[config.mk]
export PLATFORM = sky130hd
export DESIGN_NAME = rvt_ctrl
export DESIGN_NICKNAME = d
export VERILOG_FILES = /design/src/rtl/realized_volatility_tracker_macros.svh /design/src/rtl/rvt_pkg.sv /design/src/rtl/rvt_ctrl.sv
export SDC_FILE = /design/constraint.sdc
export NUM_CORES = 1
export LEC_CHECK = 0
export ABC_AREA = 0
export ABC_CLOCK_PERIOD_IN_PS = 3300
export BUFFER_PORTS_ARGS = -buffer_cell sky130_fd_sc_hd__clkbuf_2
export CORE_MARGIN = 4
export CORE_UTILIZATION = 55
export CTS_CLUSTER_SIZE = 20
export DETAILED_ROUTE_END_ITERATION = 8
export PLACE_DENSITY = 0.84
export SYNTH_ARGS = -nofsm -noshare
export SYNTH_HDL_FRONTEND = slang
export SYNTH_SLANG_ARGS = --single-unit
[constraint.sdc]
create_clock -name clk -period 3.3 [get_ports clk]
set_input_delay 0.165 -clock clk [delete_from_list [all_inputs] [get_ports clk]]
set_output_delay 0.165 -clock clk [all_outputs]
set_load 0.02 [all_outputs]
[src/rtl/realized_volatility_tracker_macros.svh]
// assertion macros for the realized volatility tracker
// used by rtl modules that carry concurrent checks; no other dependencies
`ifndef REALIZED_VOLATILITY_TRACKER_MACROS_SVH
`define REALIZED_VOLATILITY_TRACKER_MACROS_SVH
`ifndef SYNTHESIS
`define RVT_ASSERT_IMP(label, clk, rst, ante, cons) \
  label: assert property (@(posedge clk) disable iff (rst) (ante) |-> (cons)) \
    else $error("rvt check failed");
`define RVT_ASSERT_NXT(label, clk, rst, ante, cons) \
  label: assert property (@(posedge clk) disable iff (rst) (ante) |=> (cons)) \
    else $error("rvt check failed");
`else
`define RVT_ASSERT_IMP(label, clk, rst, ante, cons)
`define RVT_ASSERT_NXT(label, clk, rst, ante, cons)
`endif
`endif

[src/rtl/rvt_pkg.sv]
// shared types, codes and constants for the realized volatility tracker
// no dependencies
package rvt_pkg;

  localparam int CFG_IDX_W = 2;
  localparam int LOG_W     = 25;

  localparam logic [1:0] KIND_TICK   = 2'd0;
  localparam logic [1:0] KIND_INTR   = 2'd1;
  localparam logic [1:0] KIND_RESUME = 2'd2;

  localparam logic [CFG_IDX_W-1:0] CFG_DECAY  = 2'd0;
  localparam logic [CFG_IDX_W-1:0] CFG_WINDOW = 2'd1;
  localparam logic [CFG_IDX_W-1:0] CFG_SEED   = 2'd2;

  localparam logic [15:0] DECAY_RESET  = 16'd62259;
  localparam logic [8:0]  WINDOW_RESET = 9'd15;
  localparam logic [31:0] SEED_RESET   = 32'd0;

  localparam logic [8:0]  WINDOW_LIMIT   = 9'd300;
  localparam logic [16:0] MINUTES_FACTOR = 17'd90720;
  localparam logic [29:0] LN2_Q30        = 30'd744261118;
  localparam logic [15:0] VOL_SCALE      = 16'd40000;

  typedef enum logic [4:0] {
    DP_NOP, DP_CAPTURE, DP_INTR, DP_RESUME, DP_FIRST, DP_LATCH,
    DP_LOAD_LOG, DP_NORM, DP_LOG_ITER, DP_SAVE_LOG, DP_MAG_MUL, DP_SQ_MUL,
    DP_ACC, DP_DIV_ITER, DP_P_LO, DP_P_HI, DP_P_SUM, DP_Q_LO, DP_Q_HI,
    DP_Q_SUM, DP_SQRT_ITER, DP_WVOL, DP_F_SUB_MUL, DP_F_SUB, DP_F_DEC_MUL,
    DP_F_DEC, DP_F_ADD_MUL, DP_F_FIN, DP_N_MUL, DP_N_FIN, DP_EMIT
  } dp_op_t;

  typedef struct packed {
    dp_op_t     op;
    logic [4:0] cnt;
    logic       sel;
  } dp_cmd_t;

  typedef struct packed {
    logic [1:0] kind;
    logic       ready;
    logic       intr;
    logic       full;
    logic       out_busy;
  } dp_status_t;

endpackage

[src/rtl/rvt_ctrl.sv]
// controller: sequences each event through the datapath steps
// depends on rvt_pkg
module rvt_ctrl (
  input  logic                clk,
  input  logic                rst,
  input  logic                in_valid,
  output logic                in_ready,
  input  rvt_pkg::dp_status_t status,
  output rvt_pkg::dp_cmd_t    cmd
);
  import rvt_pkg::*;

  typedef enum logic [4:0] {
    S_IDLE, S_DECODE, S_LOAD, S_NORM, S_LOG, S_SAVE, S_MAG, S_SQ, S_ACC,
    S_DIV, S_P_LO, S_P_HI, S_P_SUM, S_Q_LO, S_Q_HI, S_Q_SUM, S_SQRT, S_WVOL,
    S_F_SUB_MUL, S_F_SUB, S_F_DEC_MUL, S_F_DEC, S_F_ADD_MUL, S_F_FIN,
    S_N_MUL, S_N_FIN, S_EMIT
  } state_t;

  state_t     state, state_next;
  logic [4:0] cnt, cnt_next;
  logic       sel, sel_next;
  dp_op_t     op;

  assign in_ready = (state == S_IDLE);
  assign cmd.op   = op;
  assign cmd.cnt  = cnt;
  assign cmd.sel  = sel;

  always_comb begin
    state_next = state;
    cnt_next   = cnt;
    sel_next   = sel;
    op         = DP_NOP;
    unique case (state)
      S_IDLE: begin
        if (in_valid) begin
          op         = DP_CAPTURE;
          state_next = S_DECODE;
        end
      end
      S_DECODE: begin
        state_next = S_IDLE;
        case (status.kind)
          KIND_INTR:   op = DP_INTR;
          KIND_RESUME: op = DP_RESUME;
          KIND_TICK: begin
            state_next = S_EMIT;
            if (!status.ready) begin
              op = DP_FIRST;
            end else begin
              op = DP_LATCH;
              if (!status.intr) begin
                state_next = S_LOAD;
                sel_next   = 1'b0;
              end
            end
          end
          default: op = DP_NOP;
        endcase
      end
      S_LOAD: begin
        op         = DP_LOAD_LOG;
        cnt_next   = '0;
        state_next = S_NORM;
      end
      S_NORM: begin
        op       = DP_NORM;
        cnt_next = cnt + 5'd1;
        if (cnt == 5'd4) begin
          cnt_next   = '0;
          state_next = S_LOG;
        end
      end
      S_LOG: begin
        op       = DP_LOG_ITER;
        cnt_next = cnt + 5'd1;
        if (cnt == 5'd19) begin
          state_next = sel ? S_MAG : S_SAVE;
        end
      end
      S_SAVE: begin
        op         = DP_SAVE_LOG;
        sel_next   = 1'b1;
        state_next = S_LOAD;
      end
      S_MAG: begin
        op         = DP_MAG_MUL;
        state_next = S_SQ;
      end
      S_SQ: begin
        op         = DP_SQ_MUL;
        state_next = S_ACC;
      end
      S_ACC: begin
        op         = DP_ACC;
        cnt_next   = '0;
        state_next = S_DIV;
      end
      S_DIV: begin
        op       = DP_DIV_ITER;
        cnt_next = cnt + 5'd1;
        if (cnt == 5'd16) begin
          state_next = S_P_LO;
        end
      end
      S_P_LO: begin
        op         = DP_P_LO;
        state_next = S_P_HI;
      end
      S_P_HI: begin
        op         = DP_P_HI;
        state_next = S_P_SUM;
      end
      S_P_SUM: begin
        op         = DP_P_SUM;
        state_next = S_Q_LO;
      end
      S_Q_LO: begin
        op         = DP_Q_LO;
        state_next = S_Q_HI;
      end
      S_Q_HI: begin
        op         = DP_Q_HI;
        state_next = S_Q_SUM;
      end
      S_Q_SUM: begin
        op         = DP_Q_SUM;
        cnt_next   = '0;
        state_next = S_SQRT;
      end
      S_SQRT: begin
        op       = DP_SQRT_ITER;
        cnt_next = cnt + 5'd1;
        if (cnt == 5'd31) begin
          state_next = S_WVOL;
        end
      end
      S_WVOL: begin
        op         = DP_WVOL;
        state_next = status.full ? S_F_SUB_MUL : S_N_MUL;
      end
      S_F_SUB_MUL: begin
        op         = DP_F_SUB_MUL;
        state_next = S_F_SUB;
      end
      S_F_SUB: begin
        op         = DP_F_SUB;
        state_next = S_F_DEC_MUL;
      end
      S_F_DEC_MUL: begin
        op         = DP_F_DEC_MUL;
        state_next = S_F_DEC;
      end
      S_F_DEC: begin
        op         = DP_F_DEC;
        state_next = S_F_ADD_MUL;
      end
      S_F_ADD_MUL: begin
        op         = DP_F_ADD_MUL;
        state_next = S_F_FIN;
      end
      S_F_FIN: begin
        op         = DP_F_FIN;
        state_next = S_EMIT;
      end
      S_N_MUL: begin
        op         = DP_N_MUL;
        state_next = S_N_FIN;
      end
      S_N_FIN: begin
        op         = DP_N_FIN;
        state_next = S_EMIT;
      end
      S_EMIT: begin
        if (!status.out_busy) begin
          op         = DP_EMIT;
          state_next = S_IDLE;
        end
      end
      default: state_next = S_IDLE;
    endcase
  end

  always_ff @(posedge clk) begin
    if (rst) begin
      state <= S_IDLE;
      cnt   <= '0;
      sel   <= 1'b0;
    end else begin
      state <= state_next;
      cnt   <= cnt_next;
      sel   <= sel_next;
    end
  end

endmodule

# Yosys cells after proc, flatten, opt, wreduce, memory -nomap -nowiden
# Index checks and enable logic that the tools add are counted.
# word_totals
ff_bits	11
input_bits	9
output_inout_bits	12
word_cells	77
# classes
addsub	1
n_eq_ne	41
mux	23
n_reduce_logical	9
# op_table
cell	count
one-hot mux 5 bit (27 select lines)	1
one-hot mux 5 bit (26 select lines)	1
equality test 5 bit, second input constant	14
two-way mux 5 bit	11
equality test 5 x 4 -> 1 bit, second input constant	8
equality test 5 x 3 -> 1 bit, second input constant	5
inequality test 2 bit, second input constant	9
one-hot mux 5 bit (3 select lines)	1
equality test 5 x 2 -> 1 bit, second input constant	2
one-hot mux 3 bit (3 select lines)	1
AND reduction 6 bit	1
OR reduction 3 bit	2
adder 5 x 1 -> 5 bit, second input constant	1
equality test 5 x 1 -> 1 bit, second input constant	1
zero test 5 bit	1
two-way mux 1 bit	5
two-way mux 4 bit	1
AND reduction 4 bit	1
nonzero test 3 bit	1
equality test 2 x 1 -> 1 bit, second input constant	1
equality test 2 bit, second input constant	1
zero test 2 bit	1
two-way mux 2 bit	1
one-hot mux 1 bit (2 select lines)	1
other kinds (2)	2

# Longest topological paths before layout
# Gate-level depths: netlist of run 1.
# depth
ltp_word	4
ltp_mapped	8
ltp_nobuf	8

# Worst setup path after synthesis of run 1
# No wires, ideal clock.
# synth_timing
path_kind	reg-to-reg
startpoint	register cnt[1]
endpoint	register state[0]
t_arrival_ps	1859
required_ps	3185
path_slack_ps	1325
stages_incl_launch_ff	9
n_path_buf	0
period_less_slack_ps	1975
cell_sequence	dfxtp_1 > ha_1 > and3_1 > ha_1 > nor3_1 > a2bb2oi_1 > nor4b_2 > nand2_1 > a31o_1
# synth_via
elab_chain_len	3
word_cells_on_any_way	9
# synth_rtl
item	line	rtl
from (decl)	rvt_ctrl.sv:21	logic [4:0] cnt, cnt_next;
from (signal assigned)	rvt_ctrl.sv:192	cnt <= cnt_next;
equality test 5 bit (tied with other cells)	rvt_ctrl.sv:135	if (cnt == 5'd31) begin
inequality test 2 bit (no line)	-	
AND reduction 6 bit (no line) *	-	
to (signal assigned)	rvt_ctrl.sv:191	state <= state_next;
to (decl)	rvt_ctrl.sv:20	state_t state, state_next;
# Mark *: on every way between the ends. The rest lies on a longest branch, timed or not.
# A chain may end at the register's enable or synchronous reset.

==> impl_metrics.env, run 1 <==
export IMPL_outcome="finished clean"
export IMPL_drive_above_1_share=0.180
export IMPL_arrival_ps=2380
export IMPL_critPathLaunch="state[4]$_SDFFE_PP0P_"
export IMPL_worst_r2r_path_depth=5
export IMPL_numPortBuffers=20
export IMPL_groute_layer_met2_usage=0.318
export IMPL_synthArstFlopShare=0
export IMPL_insertion_delay_of_the_later_clocked_pin_in_the_worst_skew_pair_ps=270
export IMPL_maxClockFrequency_mhz=393
export IMPL_timing_max_slew_rel_slack=0.427
export IMPL_multi_input_comb_area_um2=898
export IMPL_global_routing_met1_resource_utilization=0.311
export IMPL_class_of_the_most_critical_hold_timing_path="in -> reg"
export IMPL_drt_pass1_iterations=4
export IMPL_worstMarginPinSlew_ps=858
export IMPL_vdd_drop_max_uv=659
export IMPL_skew_ps=0.964
export IMPL_worst_setup_hold_path_clk_slew_ps=70
export IMPL_leakage_nw=0.553
export IMPL_post_cts_hold_buffer_count=0
export IMPL_yosysSeqAreaShare=0.176
export IMPL_fin_crit_sh=0.771
export IMPL_yosysWarnings=0
export IMPL_largest_fanout_of_any_net_on_the_critical_path=23
export IMPL_cts_tree="done"
export IMPL_synthFlopType="sky130_fd_sc_hd__dfxtp_1"
export IMPL_post_route_worst_setup_slack_ps=756
export IMPL_yosys_area_share_simple=0.281
export IMPL_area_growth_synth_to_final_pct=6.20
export IMPL_critPathSlowestCell="sky130_fd_sc_hd__dfxtp_1"
export IMPL_synth_xor_xnor_area_share=0.0350
export IMPL_cts_num_sinks=11
export IMPL_synth_edff_count=0
export IMPL_grt_overflow_total=0
export IMPL_finalHoldViolCount=0
export IMPL_worst_path_buf_inv=2
export IMPL_endpoint_kind="primary output"
export IMPL_post_cts_setup_buffers=0
export IMPL_tritoncts_num_buffers=3
export IMPL_crit_cells=6
export IMPL_detail_route_antenna_nets=0
export IMPL_design_die_area_mm2=0.00310
export IMPL_place_detailed_hpwl_mm=2.36
export IMPL_synth_adder_area_share=0.0500
export IMPL_detailroute_via_count=1306
export IMPL_syn_nets=182
export IMPL_critical_path_top_delay_family="flip-flops"
export IMPL_post_dp_cell_area_mm2=0.00130
export IMPL_overall_power_consumption_mw=0.794
export IMPL_rows=17
export IMPL_setup_worst_path_end="cmd[7]"
export IMPL_synth_compound_gate_area_share=0.328
export IMPL_gpl_final_weighted_congestion=0.842
export IMPL_main_combinational_cell_family_by_area_after_synthesis="compound AO/OA/AOI/OAI gates"
export IMPL_post_synth_cell_area_avg_um2=7.45
export IMPL_post_cts_resized_instances=0
export IMPL_most_used_layer_global_route="met2"
export IMPL_num_antenna_cells=0
export IMPL_clock_path_buffers=2
export IMPL_synth_seq_cells=11
export IMPL_critical_path_reg2reg_endpoint="state[1]$_SDFFE_PP0P_"
export IMPL_synth_cell_type_count=54
export IMPL_fp_dieH_um=55.7
export IMPL_setup_reg_to_reg_worst_slack_ps=980
export IMPL_route_final_wire_length_mm=3.21
export IMPL_number_of_antenna_violations_at_the_first_check_in_global_routing=0
export IMPL_finalSetupViolations=0
export IMPL_first_pass_grt_wire_length_mm=5.52
export IMPL_start_util=0.571
export IMPL_post_route_min_period_ps=2540
export IMPL_post_synth_mux_area_share=0.0240
export IMPL_pd_cells_mw_per_mm2=598
export IMPL_nNetsFinal=193
export IMPL_fin_tns_setup_ps=0
export IMPL_area_taken_by_flip_flops_and_latches_um2=220
export IMPL_rsz0062_at_grt="false"
export IMPL_fill_cells=203
export IMPL_critical_path_class="reg -> out"
export IMPL_vias_per_cell=6.34
export IMPL_route_detailed_drc=0
export IMPL_wl_per_cell_um=15.6
export IMPL_timing_critical_path_slowest_cell_delay_ps=830
export IMPL_required_ps=3130
export IMPL_cap_viol_max_count=0
export IMPL_design_area_mm2=0.00133
export IMPL_fp_dieW_um=55.7
export IMPL_grt_max_degree=29
export IMPL_core_region_area_mm2=0.00219
export IMPL_timing_critical_path_from_type="flop"
export IMPL_syn_area_mm2=0.00125
export IMPL_synthesis_instances=168
export IMPL_number_of_global_route_vias_before_repair=1195
export IMPL_grt_usage=0.217
export IMPL_place_worst_setup_slack_ps=1070
export IMPL_grt_met3_usage=0.0232
export IMPL_timing_critical_path_cells="inv_1 > and3_1 > o21ai_0 > a21oi_1 > a311o_1 > clkbuf_2"
export IMPL_io_pins=21
export IMPL_htreeDepth=1
export IMPL_clockRootBuffer="sky130_fd_sc_hd__clkbuf_4"
export IMPL_finalMaxSlewViolations=0
export IMPL_drt_initial_drc_count=61
export IMPL_critical_path_reg2reg_startpoint="state[2]$_SDFFE_PP0P_"
[where the power goes]
part | switching, mW | internal, mW
sequential | 0.0935 | 0.151
clock | 0.0463 | 0.0469
combinational | 0.270 | 0.186
[cell usage in the layout (no fill, tap or decap), types with 2 or more instances in the layout]
master | netlist | routed
sky130_fd_sc_hd__nand2_1 | 11 | 11
sky130_fd_sc_hd__and3_1 | 4 | 4
sky130_fd_sc_hd__dfxtp_1 | 11 | 11
sky130_fd_sc_hd__nor3b_1 | 2 | 2
sky130_fd_sc_hd__a21oi_1 | 11 | 11
sky130_fd_sc_hd__ha_1 | 5 | 5
sky130_fd_sc_hd__a21o_1 | 2 | 2
sky130_fd_sc_hd__nand3_1 | 6 | 6
sky130_fd_sc_hd__a2111o_1 | 2 | 2
sky130_fd_sc_hd__nor3_1 | 5 | 5
sky130_fd_sc_hd__o21ai_0 | 14 | 14
sky130_fd_sc_hd__nand3b_1 | 2 | 2
sky130_fd_sc_hd__a211oi_1 | 3 | 3
sky130_fd_sc_hd__nor2_1 | 15 | 15
sky130_fd_sc_hd__a31o_1 | 2 | 2
sky130_fd_sc_hd__o31ai_1 | 2 | 2
sky130_fd_sc_hd__nand2b_1 | 6 | 6
sky130_fd_sc_hd__nor4_1 | 2 | 2
sky130_fd_sc_hd__inv_1 | 11 | 11
sky130_fd_sc_hd__xnor2_1 | 4 | 4
sky130_fd_sc_hd__clkbuf_4 | 0 | 3
sky130_fd_sc_hd__o22ai_1 | 2 | 2
sky130_fd_sc_hd__clkbuf_2 | 0 | 20
sky130_fd_sc_hd__mux2i_1 | 3 | 3
[Yosys cell counts (5+ instances only)]
cell | count | share of area
sky130_fd_sc_hd__nand2b_1 | 6 | 0.030
sky130_fd_sc_hd__ha_1 | 5 | 0.050
sky130_fd_sc_hd__buf_2 | 7 | 0.028
sky130_fd_sc_hd__o21ai_0 | 14 | 0.056
sky130_fd_sc_hd__nand3_1 | 6 | 0.024
sky130_fd_sc_hd__nand2_1 | 11 | 0.033
sky130_fd_sc_hd__nor2_1 | 15 | 0.045
sky130_fd_sc_hd__inv_1 | 11 | 0.033
sky130_fd_sc_hd__dfxtp_1 | 11 | 0.18
sky130_fd_sc_hd__nor3_1 | 5 | 0.020
sky130_fd_sc_hd__a21oi_1 | 11 | 0.044
sky130_fd_sc_hd__buf_4 | 5 | 0.030
[layout make-up]
cell class | count | area share
sequential | 11 | 0.166
multi-input combinational | 131 | 0.676
clock buffer | 4 | 0.0198
tap | 28 | 0.0264
inverter | 11 | 0.0311
timing repair buffer | 21 | 0.0810
[sequential cells by signal (all words and copies together) (netlist names)]
| register | cells |
|---|---|
| state | 5 |
| sel | 1 |
| cnt | 5 |
[worst reg2reg max path, stage by stage, from the launching register on]
cell and delay, ps:
sky130_fd_sc_hd__dfxtp_1 830, sky130_fd_sc_hd__nand2b_1 270, sky130_fd_sc_hd__a2bb2oi_1 230, sky130_fd_sc_hd__nor4b_2 410
sky130_fd_sc_hd__nand2_1 210, sky130_fd_sc_hd__a31o_1 260
[per-layer routing]
layer / routed length, um / share of wire
met5: 0 / 0
met4: 91 / 0.028
met3: 190 / 0.059
met2: 1480 / 0.46
met1: 1450 / 0.45
[worst min-delay path by stage]
| stage | start | endpoint | depth (start not counted) |
|---|---|---|---|
| 3_5_place_dp | rst | sel$_SDFFE_PP0P_ | 2 |
| 3_3_place_gp | rst | sel$_SDFFE_PP0P_ | 2 |
| 4_1_cts | rst | sel$_SDFFE_PP0P_ | 2 |
| 6_report | rst | sel$_SDFFE_PP0P_ | 2 |
| 5_1_grt | rst | sel$_SDFFE_PP0P_ | 2 |
| 2_1_floorplan | rst | sel$_SDFFE_PP0P_ | 1 |
[cell families (layout without fill, tap and decap cells)]
| family | Yosys count | count (layout) |
|---|---|---|
| flops | 11 | 11 |
| compound gates | 55 | 55 |
| xor+xnor | 5 | 5 |
| mux | 3 | 3 |
| buf+inv | 26 | 36 |
| simple gates | 63 | 63 |
| fa+ha+maj | 5 | 5 |
[metrics by stage]
step | hold slack, ps | std cells | util
floorplan | 234 | 168 | -
global placement | 424 | 202 | 0.595
detailed placement | 428 | 202 | 0.595
CTS | 131 | 206 | 0.607
global route | 159 | 206 | 0.607
finish | 139 | 206 | 0.607
Note: power is estimated with default switching activity, not from simulation.
==> run 2, diff against run 1 <==
--- a/config.mk
+++ b/config.mk
@@ -6,7 +6,7 @@
 export NUM_CORES = 1
 export LEC_CHECK = 0
 export ABC_AREA = 0
-export ABC_CLOCK_PERIOD_IN_PS = 3300
+export ABC_CLOCK_PERIOD_IN_PS = 2600
 export BUFFER_PORTS_ARGS = -buffer_cell sky130_fd_sc_hd__clkbuf_2
 export CORE_MARGIN = 4
 export CORE_UTILIZATION = 55
==> constraint.sdc (replaced) <==
create_clock -name clk -period 2.6 [get_ports clk]
set_input_delay 0.13 -clock clk [delete_from_list [all_inputs] [get_ports clk]]
set_output_delay 0.13 -clock clk [all_outputs]
set_load 0.02 [all_outputs]
==> run 2 against run 1 <==
  * Clock power grew 23%
  * Setup slack got worse by 490 ps
  * Total power up 28%
  * Largest cell class unchanged
==> impl_metrics.env, run 2 (synthesized netlist as in run 1, its figures left out) <==
export IMPL_finalHoldViolCount=0
export IMPL_grt_usage=0.207
export IMPL_finalSetupViolations=0
export IMPL_pwr_share_seq=0.277
export IMPL_grt_max_degree=24
export IMPL_leakage_nw=0.573
export IMPL_rows=17
export IMPL_rsz0062_at_grt="false"
export IMPL_class_of_the_most_critical_hold_timing_path="in -> reg"
export IMPL_cap_viol_max_count=0
export IMPL_route_final_wire_length_mm=3.07
export IMPL_detail_route_antenna_nets=0
export IMPL_worst_setup_hold_path_clk_slew_ps=60
export IMPL_start_util=0.571
export IMPL_timing_max_slew_rel_slack=0.486
export IMPL_maxClockFrequency_mhz=429
export IMPL_first_pass_grt_wire_length_mm=5.42
export IMPL_io_pins=21
export IMPL_critical_path_reg2reg_startpoint="cnt[1]$_SDFFE_PP0P_"
export IMPL_worstMarginPinSlew_ps=771
export IMPL_post_route_min_period_ps=2330
export IMPL_pd_cells_mw_per_mm2=747
export IMPL_nNetsFinal=197
export IMPL_fin_tns_setup_ps=0
export IMPL_worst_hold_startpoint="rst"
export IMPL_post_cts_setup_buffers=0
export IMPL_outcome="finished clean"
export IMPL_fp_dieW_um=55.7
export IMPL_clock_path_buffers=2
export IMPL_numPortBuffers=20
export IMPL_detailroute_via_count=1319
export IMPL_finalMaxSlewViolations=0
export IMPL_timing_critical_path_from_type="flop"
export IMPL_largest_registers="cnt: 5 flops, state: 5 flops, sel: 1 flops"
export IMPL_cts_tree="done"
export IMPL_switching_share=0.504
export IMPL_fp_dieH_um=55.7
export IMPL_critPathLaunch="state[4]$_SDFFE_PP0P_"
export IMPL_skew_ps=5.47
export IMPL_core_region_area_mm2=0.00219
export IMPL_pwr_share_comb=0.610
export IMPL_num_antenna_cells=0
export IMPL_clockRootBuffer="sky130_fd_sc_hd__clkbuf_4"
export IMPL_grt_overflow_total=0
export IMPL_most_common_cell_after_layout_fill_and_taps_aside="sky130_fd_sc_hd__clkbuf_2"
export IMPL_pwr_share_clk=0.113
export IMPL_post_cts_hold_buffer_count=0
export IMPL_wl_per_cell_um=14.6
export IMPL_htreeDepth=1
export IMPL_largest_fanout_of_any_net_on_the_critical_path=23
export IMPL_drive_above_1_share=0.198
export IMPL_place_worst_setup_slack_ps=519
export IMPL_number_of_global_route_vias_before_repair=1184
export IMPL_drt_pass1_iterations=4
export IMPL_drt_initial_drc_count=63
export IMPL_critical_path_class="reg -> out"
export IMPL_post_cts_resized_instances=0
export IMPL_arrival_ps=2200
export IMPL_cts_num_sinks=11
export IMPL_endpoint_kind="primary output"
export IMPL_place_detailed_hpwl_mm=2.34
export IMPL_insertion_delay_of_the_later_clocked_pin_in_the_worst_skew_pair_ps=270
export IMPL_vias_per_cell=6.28
export IMPL_area_growth_synth_to_final_pct=8.60
export IMPL_most_common_layout_cells="sky130_fd_sc_hd__clkbuf_2, sky130_fd_sc_hd__nor2_1, sky130_fd_sc_hd__o21ai_0"
export IMPL_number_of_antenna_violations_at_the_first_check_in_global_routing=0
export IMPL_post_route_worst_setup_slack_ps=270
export IMPL_power_switching_mw=0.511
export IMPL_tritoncts_num_buffers=3
export IMPL_required_ps=2470
export IMPL_fin_hold_ws_ps=128
export IMPL_fin_crit_sh=0.896
export IMPL_layout_core_utilization=0.620
export IMPL_design_die_area_mm2=0.00310
export IMPL_route_detailed_drc=0
export IMPL_gpl_final_weighted_congestion=0.950
export IMPL_cellInternalPower_mw=0.504
export IMPL_vdd_drop_max_uv=462
## run 2: cell types whose count changed in the layout (fill, tap and decap cells not counted)
cell / previous run / this run
sky130_fd_sc_hd__buf_4: 1 / 5
## run 2: layer usage
| layer | share of wire | up-vias | track usage | wire length (um) |
|---|---|---|---|---|
| li1 | - | 649 | - | - |
| met1 | 0.47 | 613 | 0.291 | 1430 |
| met3 | 0.058 | 7 | 0.0278 | 177 |
| met4 | 0.022 | 0 | 0.0764 | 66 |
| met2 | 0.45 | 50 | 0.318 | 1390 |
| met5 | 0 | - | 0 | 0 |
## run 2: worst paths after layout
check | endpoint | slack, ps | cells past startpoint
hold / removal | sel$_SDFFE_PP0P_ | 130 | 2
hold reg to reg | sel$_SDFFE_PP0P_ | 510 | 2
setup / recovery | cmd[7] | 270 | 5
setup reg to reg | state[2]$_SDFFE_PP0P_ | 470 | 8
## run 2: power by group through the flow
stage          clock, mW  sequential [mW]  combinational [mW]
4_1_cts            0.120            0.279               0.616
2_1_floorplan          0            0.222               0.539
5_1_grt            0.129            0.290               0.681
6_report           0.115            0.281               0.619
3_3_place_gp           0            0.283               0.598
3_5_place_dp           0            0.283               0.612
## run 2: layout make-up
type | count | area [um2]
tap | 28 | 35.0
inverter | 11 | 41.3
clock buffer | 4 | 26.3
multi-input combinational | 131 | 898
fill | 198 | 832
sequential | 11 | 220
timing repair buffer | 25 | 138
## run 2: critical path, cell delays in order (launching register included)
cell	delay, ps
sky130_fd_sc_hd__dfxtp_1	820
sky130_fd_sc_hd__or2_2	310
sky130_fd_sc_hd__o21ai_0	110
sky130_fd_sc_hd__o2111a_1	260
sky130_fd_sc_hd__a311o_1	270
sky130_fd_sc_hd__clkbuf_2	160
## run 2: per-stage QoR
stage                     cells  total power [mW]  cell area [um2]
after global placement      206             0.881             1330
after global routing        210              1.10             1360
final                       210              1.01             1360
after detailed placement    206             0.896             1330
after floorplan             168             0.761             1250
after CTS                   210              1.01             1360
